`config.mk`:
```
export PLATFORM = sky130hd
export DESIGN_NAME = tlvc_back
export DESIGN_NICKNAME = d
export VERILOG_FILES = /design/src/sv/tlvc_pkg.sv /design/src/sv/tlvc_back.sv
export SDC_FILE = /design/constraint.sdc
export NUM_CORES = 1
export LEC_CHECK = 0
export BUFFER_PORTS_ARGS = -buffer_cell sky130_fd_sc_hd__buf_2
export CAP_MARGIN = 10
export CORE_ASPECT_RATIO = 0.6
export CORE_MARGIN = 1
export CORE_UTILIZATION = 40
export DETAILED_ROUTE_END_ITERATION = 10
export SLEW_MARGIN = 20
export SYNTH_ARGS = -nofsm -noshare
export SYNTH_HDL_FRONTEND = slang
export SYNTH_SLANG_ARGS = --single-unit
export TNS_END_PERCENT = 1
```
`constraint.sdc`:
```
create_clock -name i_clk -period 6.35 [get_ports i_clk]
set_input_delay 0.9525 -clock i_clk [delete_from_list [all_inputs] [get_ports i_clk]]
set_output_delay 0.9525 -clock i_clk [all_outputs]
set_load 0.01 [all_outputs]
```
`src/sv/tlvc_pkg.sv`:
```
// tlvc_pkg: shared types and constants of the tlv change compactor
// no dependencies

package tlvc_pkg;

    localparam logic [1:0] PH_CMD  = 2'd0;
    localparam logic [1:0] PH_TYPE = 2'd1;
    localparam logic [1:0] PH_LEN  = 2'd2;
    localparam logic [1:0] PH_VAL  = 2'd3;

    // one job from the front part to the back part
    typedef struct packed {
        logic       emit;      // emit one plain byte
        logic       burst;     // emit type, length and buffered bytes
        logic [7:0] data;      // byte to emit, or type for a burst
        logic [7:0] length;    // element length for a burst
        logic       pend;      // packet end flag
        logic       over;      // oversize flag
    } t_job;

endpackage

```
`src/sv/tlvc_back.sv`:
```
// tlvc_back: turns jobs into output beats, bursting buffered elements
// uses tlvc_pkg

module tlvc_back #(
    parameter int MAX_VALUE_BYTES = 62
) (
    input  logic            i_clk,
    input  logic            i_rst_n,
    input  logic            i_job_valid,
    output logic            o_job_ready,
    input  tlvc_pkg::t_job  i_job,
    input  logic            i_buf_we,
    input  logic [$clog2(MAX_VALUE_BYTES+1)-1:0] i_buf_addr,
    input  logic [7:0]      i_buf_data,
    output logic            o_busy,
    output logic            o_valid,
    input  logic            i_ready,
    output logic [7:0]      o_byte,
    output logic [2:0]      o_user
);
    import tlvc_pkg::*;

    localparam int BW = $clog2(MAX_VALUE_BYTES + 1);
    localparam int MVW = $clog2(MAX_VALUE_BYTES);
    localparam int MW = (MVW > 0) ? MVW : 1;

    logic [7:0] buffer [MAX_VALUE_BYTES];
    logic [1:0] r_sel;       // 0 type, 1 length, 2 values
    logic       r_act;
    t_job       r_job;
    logic [BW-1:0] r_i;

    always_ff @(posedge i_clk) begin
        if (i_buf_we) buffer[i_buf_addr[MW-1:0]] <= i_buf_data;
    end

    assign o_job_ready = !r_act;
    assign o_busy = r_act;
    logic adv;
    assign adv = !o_valid || i_ready;

    always_ff @(posedge i_clk) begin
        if (!i_rst_n) begin
            r_act <= 1'b0; o_valid <= 1'b0; r_sel <= '0; r_i <= '0;
        end else begin
            if (o_valid && i_ready) o_valid <= 1'b0;
            if (!r_act && i_job_valid) begin
                r_act <= 1'b1; r_job <= i_job; r_sel <= 2'd0; r_i <= '0;
            end else if (r_act && adv) begin
                o_valid <= 1'b1;
                if (r_job.emit) begin
                    o_byte <= r_job.data;
                    o_user <= {r_job.over, r_job.pend, 1'b1};
                    r_act <= 1'b0;
                end else begin
                    unique case (r_sel)
                        2'd0: begin
                            o_byte <= r_job.data; o_user <= 3'd0; r_sel <= 2'd1;
                        end
                        2'd1: begin
                            o_byte <= r_job.length;
                            o_user <= {2'd0, r_job.length == 8'd0};
                            r_sel <= 2'd2;
                            if (r_job.length == 8'd0) r_act <= 1'b0;
                        end
                        default: begin
                            o_byte <= buffer[r_i[MW-1:0]];
                            o_user <= {2'd0, 8'(r_i) + 8'd1 >= r_job.length};
                            r_i <= r_i + 1'b1;
                            if (8'(r_i) + 8'd1 >= r_job.length) r_act <= 1'b0;
                        end
                    endcase
                end
            end
        end
    end
endmodule

```
======== Word level (Yosys, flattened, before mapping) ========
Memory sizes are Yosys's and may differ from the RTL's. A register that Yosys moved wholly into a read port is not among the register bits.
Cells that the tools add are included.
storage, ports and cells
  register bits ........................... 40
  memory bits (writable) .................. 496
  bits of input ports ..................... 39
  output and inout port bits .............. 14
  logic and storage cells ................. 59
  memories ................................ 1
memory list
  memory  depth  width  rd ports  clocked after Yosys merged registers in  wr ports  RTL line         RTL
  buffer  62     8      1         1                                        1         tlvc_back.sv:27  logic [7:0] buffer [MAX_VALUE_BYTES];
operators by class
  $add $sub $neg .......................... 2
  $lt $le $gt $ge ......................... 1
  equality and inequality tests ........... 3
  mux-type cells .......................... 18
  bitwise gates (word level) .............. 4
  reductions and logical operators ........ 18
operator list
  cell                                                             count
  8-bit case mux with 2 select lines                               1
  6-bit two-way mux                                                2
  1-bit two-way mux                                                10
  3-bit AND reduction                                              3
  7-bit by 8-bit >= comparator with 1-bit output                   1
  8-bit zero test                                                  1
  8-bit two-way mux                                                1
  6-bit by 1-bit adder with 7-bit output, second input constant    1
  6-bit by 1-bit adder with 6-bit output, second input constant    1
  4-bit inequality test, second input constant                     1
  1-bit inverter                                                   4
  1-bit case mux with 2 select lines                               2
  2-bit case mux with 2 select lines                               1
  4-bit AND reduction                                              1
  2-bit nonzero test                                               2
  4-bit nonzero test                                               1
  2-bit OR reduction                                               2
  1-bit logical AND                                                3
  3-bit two-way mux                                                1
  3-bit inequality test, second input constant                     1
  2-bit by 1-bit == test with 1-bit output, second input constant  1
  1-bit zero test                                                  2
  2-bit zero test                                                  1
  2-bit AND reduction                                              1
  1-bit logical OR                                                 1

======== Depth between registers and ports, before layout ========
  depth after elaboration ................. 7
  depth in mapped cells ................... 9
  mapped depth without buffers ............ 8

======== Worst setup path before layout ========
Ideal clock, no wire load.
  path kind ............................... input-to-reg
  start ................................... input port i_buf_addr[4]
  end ..................................... memory buffer[32][0], enable pin
  library setup time ...................... 0.383 ns
  arrival ................................. 2.189 ns
  data required time ...................... 5.967 ns
  path slack .............................. 3.777 ns
  stages on the path ...................... 4
  path buffers ............................ 1
  cell sequence ........................... clkbuf_1 -> nor4bb_1 -> nand2b_1 -> nor3_1
RTL lines
  what                RTL line         RTL
  start: declaration  tlvc_back.sv:13  input logic [$clog2(MAX_VALUE_BYTES+1)-1:0] i_buf_addr,
  end: declaration    tlvc_back.sv:27
Straight into the memory's write port.

==> summary.txt <==
Final layout
  • Area Overhead vs Synth: 11.4%
  • Non-filler instance count after layout: 1833
  • Layout fillers: 4472
  • Share of layout cells above drive strength 1: 0.239
  • Diodes inserted: 0
  • Nets: 1144

Synthesis
  • Simple-gate share of the synthesized area: 0.0369
  • Largest cells by area after synthesis: edfxtp_1, mux4_2, nor2_1, dfxtp_1, mux2i_1
  • Post-Syn Nets: 1082
  • Xor/xnor cell area share of the yosys netlist: 0.00412
  • Mux cell area share after synthesis: 0.163
  • Sequential share of the synthesized area: 0.758
  • Synth area leader: edfxtp_1
  • Post-synth ARST share: 0
  • Average cell area after synthesis: 20.5 um2
  • Synth Register Bits: 542
  • Count leader, synth: edfxtp_1
  • Largest family of logic cells by synthesized area: multiplexers
  • Synth top area share: 0.743
  • Post-synthesis cell type count: 47
  • Post-Synth Adder-Cell Area: 0.00471
  • Top post-synthesis cells by count: edfxtp_1, mux4_2, nor2_1
  • EDFF count, synth: 526
  • Syn Inst Count: 1035
  • Synth Flop Type: edfxtp_1
  • Mapped Area: 0.0213 mm2
  • Synth warn: 0
  • Synth Area in Compound Gates: 0.0181

Clock tree
  • Htree depth: 2
  • Setup repair bufs after CTS: 0
  • Clock sink count: 542
  • TritonCTS Buffers: 48
  • CTS Root Cell: clkbuf_16
  • Clock Pin Slew Worst Setup and Hold Paths: 0.07 ns
  • Hold_buf cts: 0
  • Clk buf depth: 3
  • Clock latency on the worst-skew pair: 0.56 ns
  • CTS resizes: 0
  • TritonCTS clock tree: done

Timing
  • Fin worst setup slack: 2.88 ns
  • FMAX: 288 MHz
  • Final slew viol count: 0
  • Setup tns final: 0 ns
  • Worst-margin pin slew: 1.07 ns
  • Fin crit share: 0.546
  • Final setup vio count: 0
  • Setup Skew: 0.0253 ns
  • Max-slew headroom: 0.284
  • Endpoints failing hold: 0
  • Final min period: 3.47 ns
  • RSZ-0062 raised after global routing: no

Global routing
  • Met3 Use GR: 0.0352
  • Met2 Use GR: 0.231
  • Met1 Use GR: 0.301
  • Most Used Layer, Global Route: met1
  • Via count of the first global-routing pass: 10.1k
  • Grt ovf: 0
  • GR Util All Layers: 0.177
  • Largest net degree at the start of global routing: 63
  • Initial antenna violation count: 0
  • First-pass GRT wire length: 69600 um

Routing
  • Vias per cell: 5.60
  • Routed Antenna Nets: 0
  • Initial drt markers: 1210
  • Vias: 10.3k
  • Avg WL per Cell: 25.8 um
  • Drt first pass iters: 7
  • Total wire length: 47400 um
  • Residual DRC: 0

Critical path
  • Crit path capture: o_byte[3]
  • Req. time, crit path: 6.66 ns
  • R2R depth: 7
  • WP data arrival: 3.78 ns
  • Reg2reg end: o_byte[3]
  • CP Capture Type: flip-flop
  • Slowest CP cell: dfxtp_4
  • Register-to-register setup slack: 2.88 ns
  • Worst path cell trace: buf_4 -> mux4_2 -> mux4_2 -> nor2_1 -> a2111oi_0 -> a221oi_1 -> o21ai_1
  • Slowest stage delay, CP: 0.77 ns
  • CP max FO: 31
  • Crit path top cell by count: mux4_2
  • Crit path kind: flip-flop to flip-flop
  • Setup crit start kind: flip-flop

Place
  • Final HPWL DP: 29300 um
  • IO buf count: 51
  • Pre-CTS setup slack: 2.82 ns
  • DP Cell Count: 1750
  • Routability cong.: 0.818

Pwr
  • Static Leak: 7.16 nW
  • Post-layout total power: 6.85 mW
  • Pwr dens: 289 mW/mm2
  • VDD IR max: 178 uV

Floorplanning
  • IO Count: 53
  • Die width: 300 um
  • Die footprint: 0.0541 mm2
  • Die H: 181 um
  • Row count: 65
  • Total core area: 0.0525 mm2
  • Initial Utilization: 0.405

Run status
  • Status: finished, final reports clean

Worst hold path
  • Min-Delay Startpoint: o_valid
  • Hold Path Class: flip-flop to flip-flop

Run
  • Max_cap viols: 0
## layer usage
layer,up-vias,wire [um],part of all wire
li1,4356,-,-
met1,5464,23800,0.50
met2,384,19200,0.41
met3,67,3660,0.077
met4,0,727,0.015
met5,-,0,0
## through the flow
step	hold slack, ns	instance area [um2]	util
after detailed placement	0.489	22200	0.423
after floorplan	0.503	21300	-
after global routing	0.513	23700	0.451
after global placement	0.485	22200	0.423
after CTS	0.497	23700	0.450
final	0.497	23700	0.451
## cells by family after synthesis
logic type	count (synthesis)
multiplexers	177
AND/OR/NAND/NOR	174
buffers and inverters	64
XOR/XNOR	10
flip-flops	542
AO/OA/AOI/OAI	60
adder cells (fa/ha/maj)	8
## how the worst min path moves through the flow
stage                     slack [ns]  cells after the start        end
after CTS                       0.50                      2    o_valid
after floorplan                 0.50                      1  o_user[1]
after global placement          0.49                      2    o_valid
after global routing            0.51                      2    o_valid
after detailed placement        0.49                      2    o_valid
final                           0.50                      2    o_valid
## worst max-delay path, delay by kind of cell (launching register included)
family / cells / cell delay, ns
flops: 1 / 0.77
simple gates: 1 / 0.13
mux: 2 / 1.13
buf+inv: 1 / 0.64
compound gates: 3 / 0.48
## final cells by class
class	instances	area [um2]	area share
inverter	14	52.6	0.00222
multi-input combinational	429	4830	0.204
clock inverter	15	118	0.00497
timing repair buffer	62	365	0.0154
tap	703	880	0.0371
sequential	542	16100	0.681
clock buffer	68	1310	0.0552
## state kept, by name, indices dropped and copies added (netlist names), named ones only
name / cells
o_valid: 1
r_i: 6
r_job: 19
o_busy: 1
o_byte: 8
buffer: 496
o_user: 3
r_sel: 2
## power breakdown
| part | switching [mW] | internal, mW | total (mW) |
|---|---|---|---|
| sequential | 0.0121 | 3.95 | 3.96 |
| combinational | 0.102 | 0.0325 | 0.135 |
| clock | 1.24 | 1.51 | 2.75 |
## cell usage in the layout (no fill, tap or decap), types with 3 or more instances in the layout
cell type  count
a21o_1         4
a21oi_1       23
a221oi_1       3
a22oi_1        8
and2_1         3
and3_1         5
buf_2         45
buf_4         16
clkbuf_1      18
clkbuf_16     49
clkinv_1      11
dfxtp_1       12
edfxtp_1     526
ha_1           8
inv_1         14
mux2_2        18
mux2i_1       26
mux4_1         4
mux4_2       129
nand2_1       26
nand2b_1       6
nand3_1       18
nand3b_1       3
nor2_1        88
nor2b_1       13
nor3_1         4
o21ai_0        5
o21ai_1        3
xor2_1         8
Note: power is estimated with default switching activity, not from simulation.
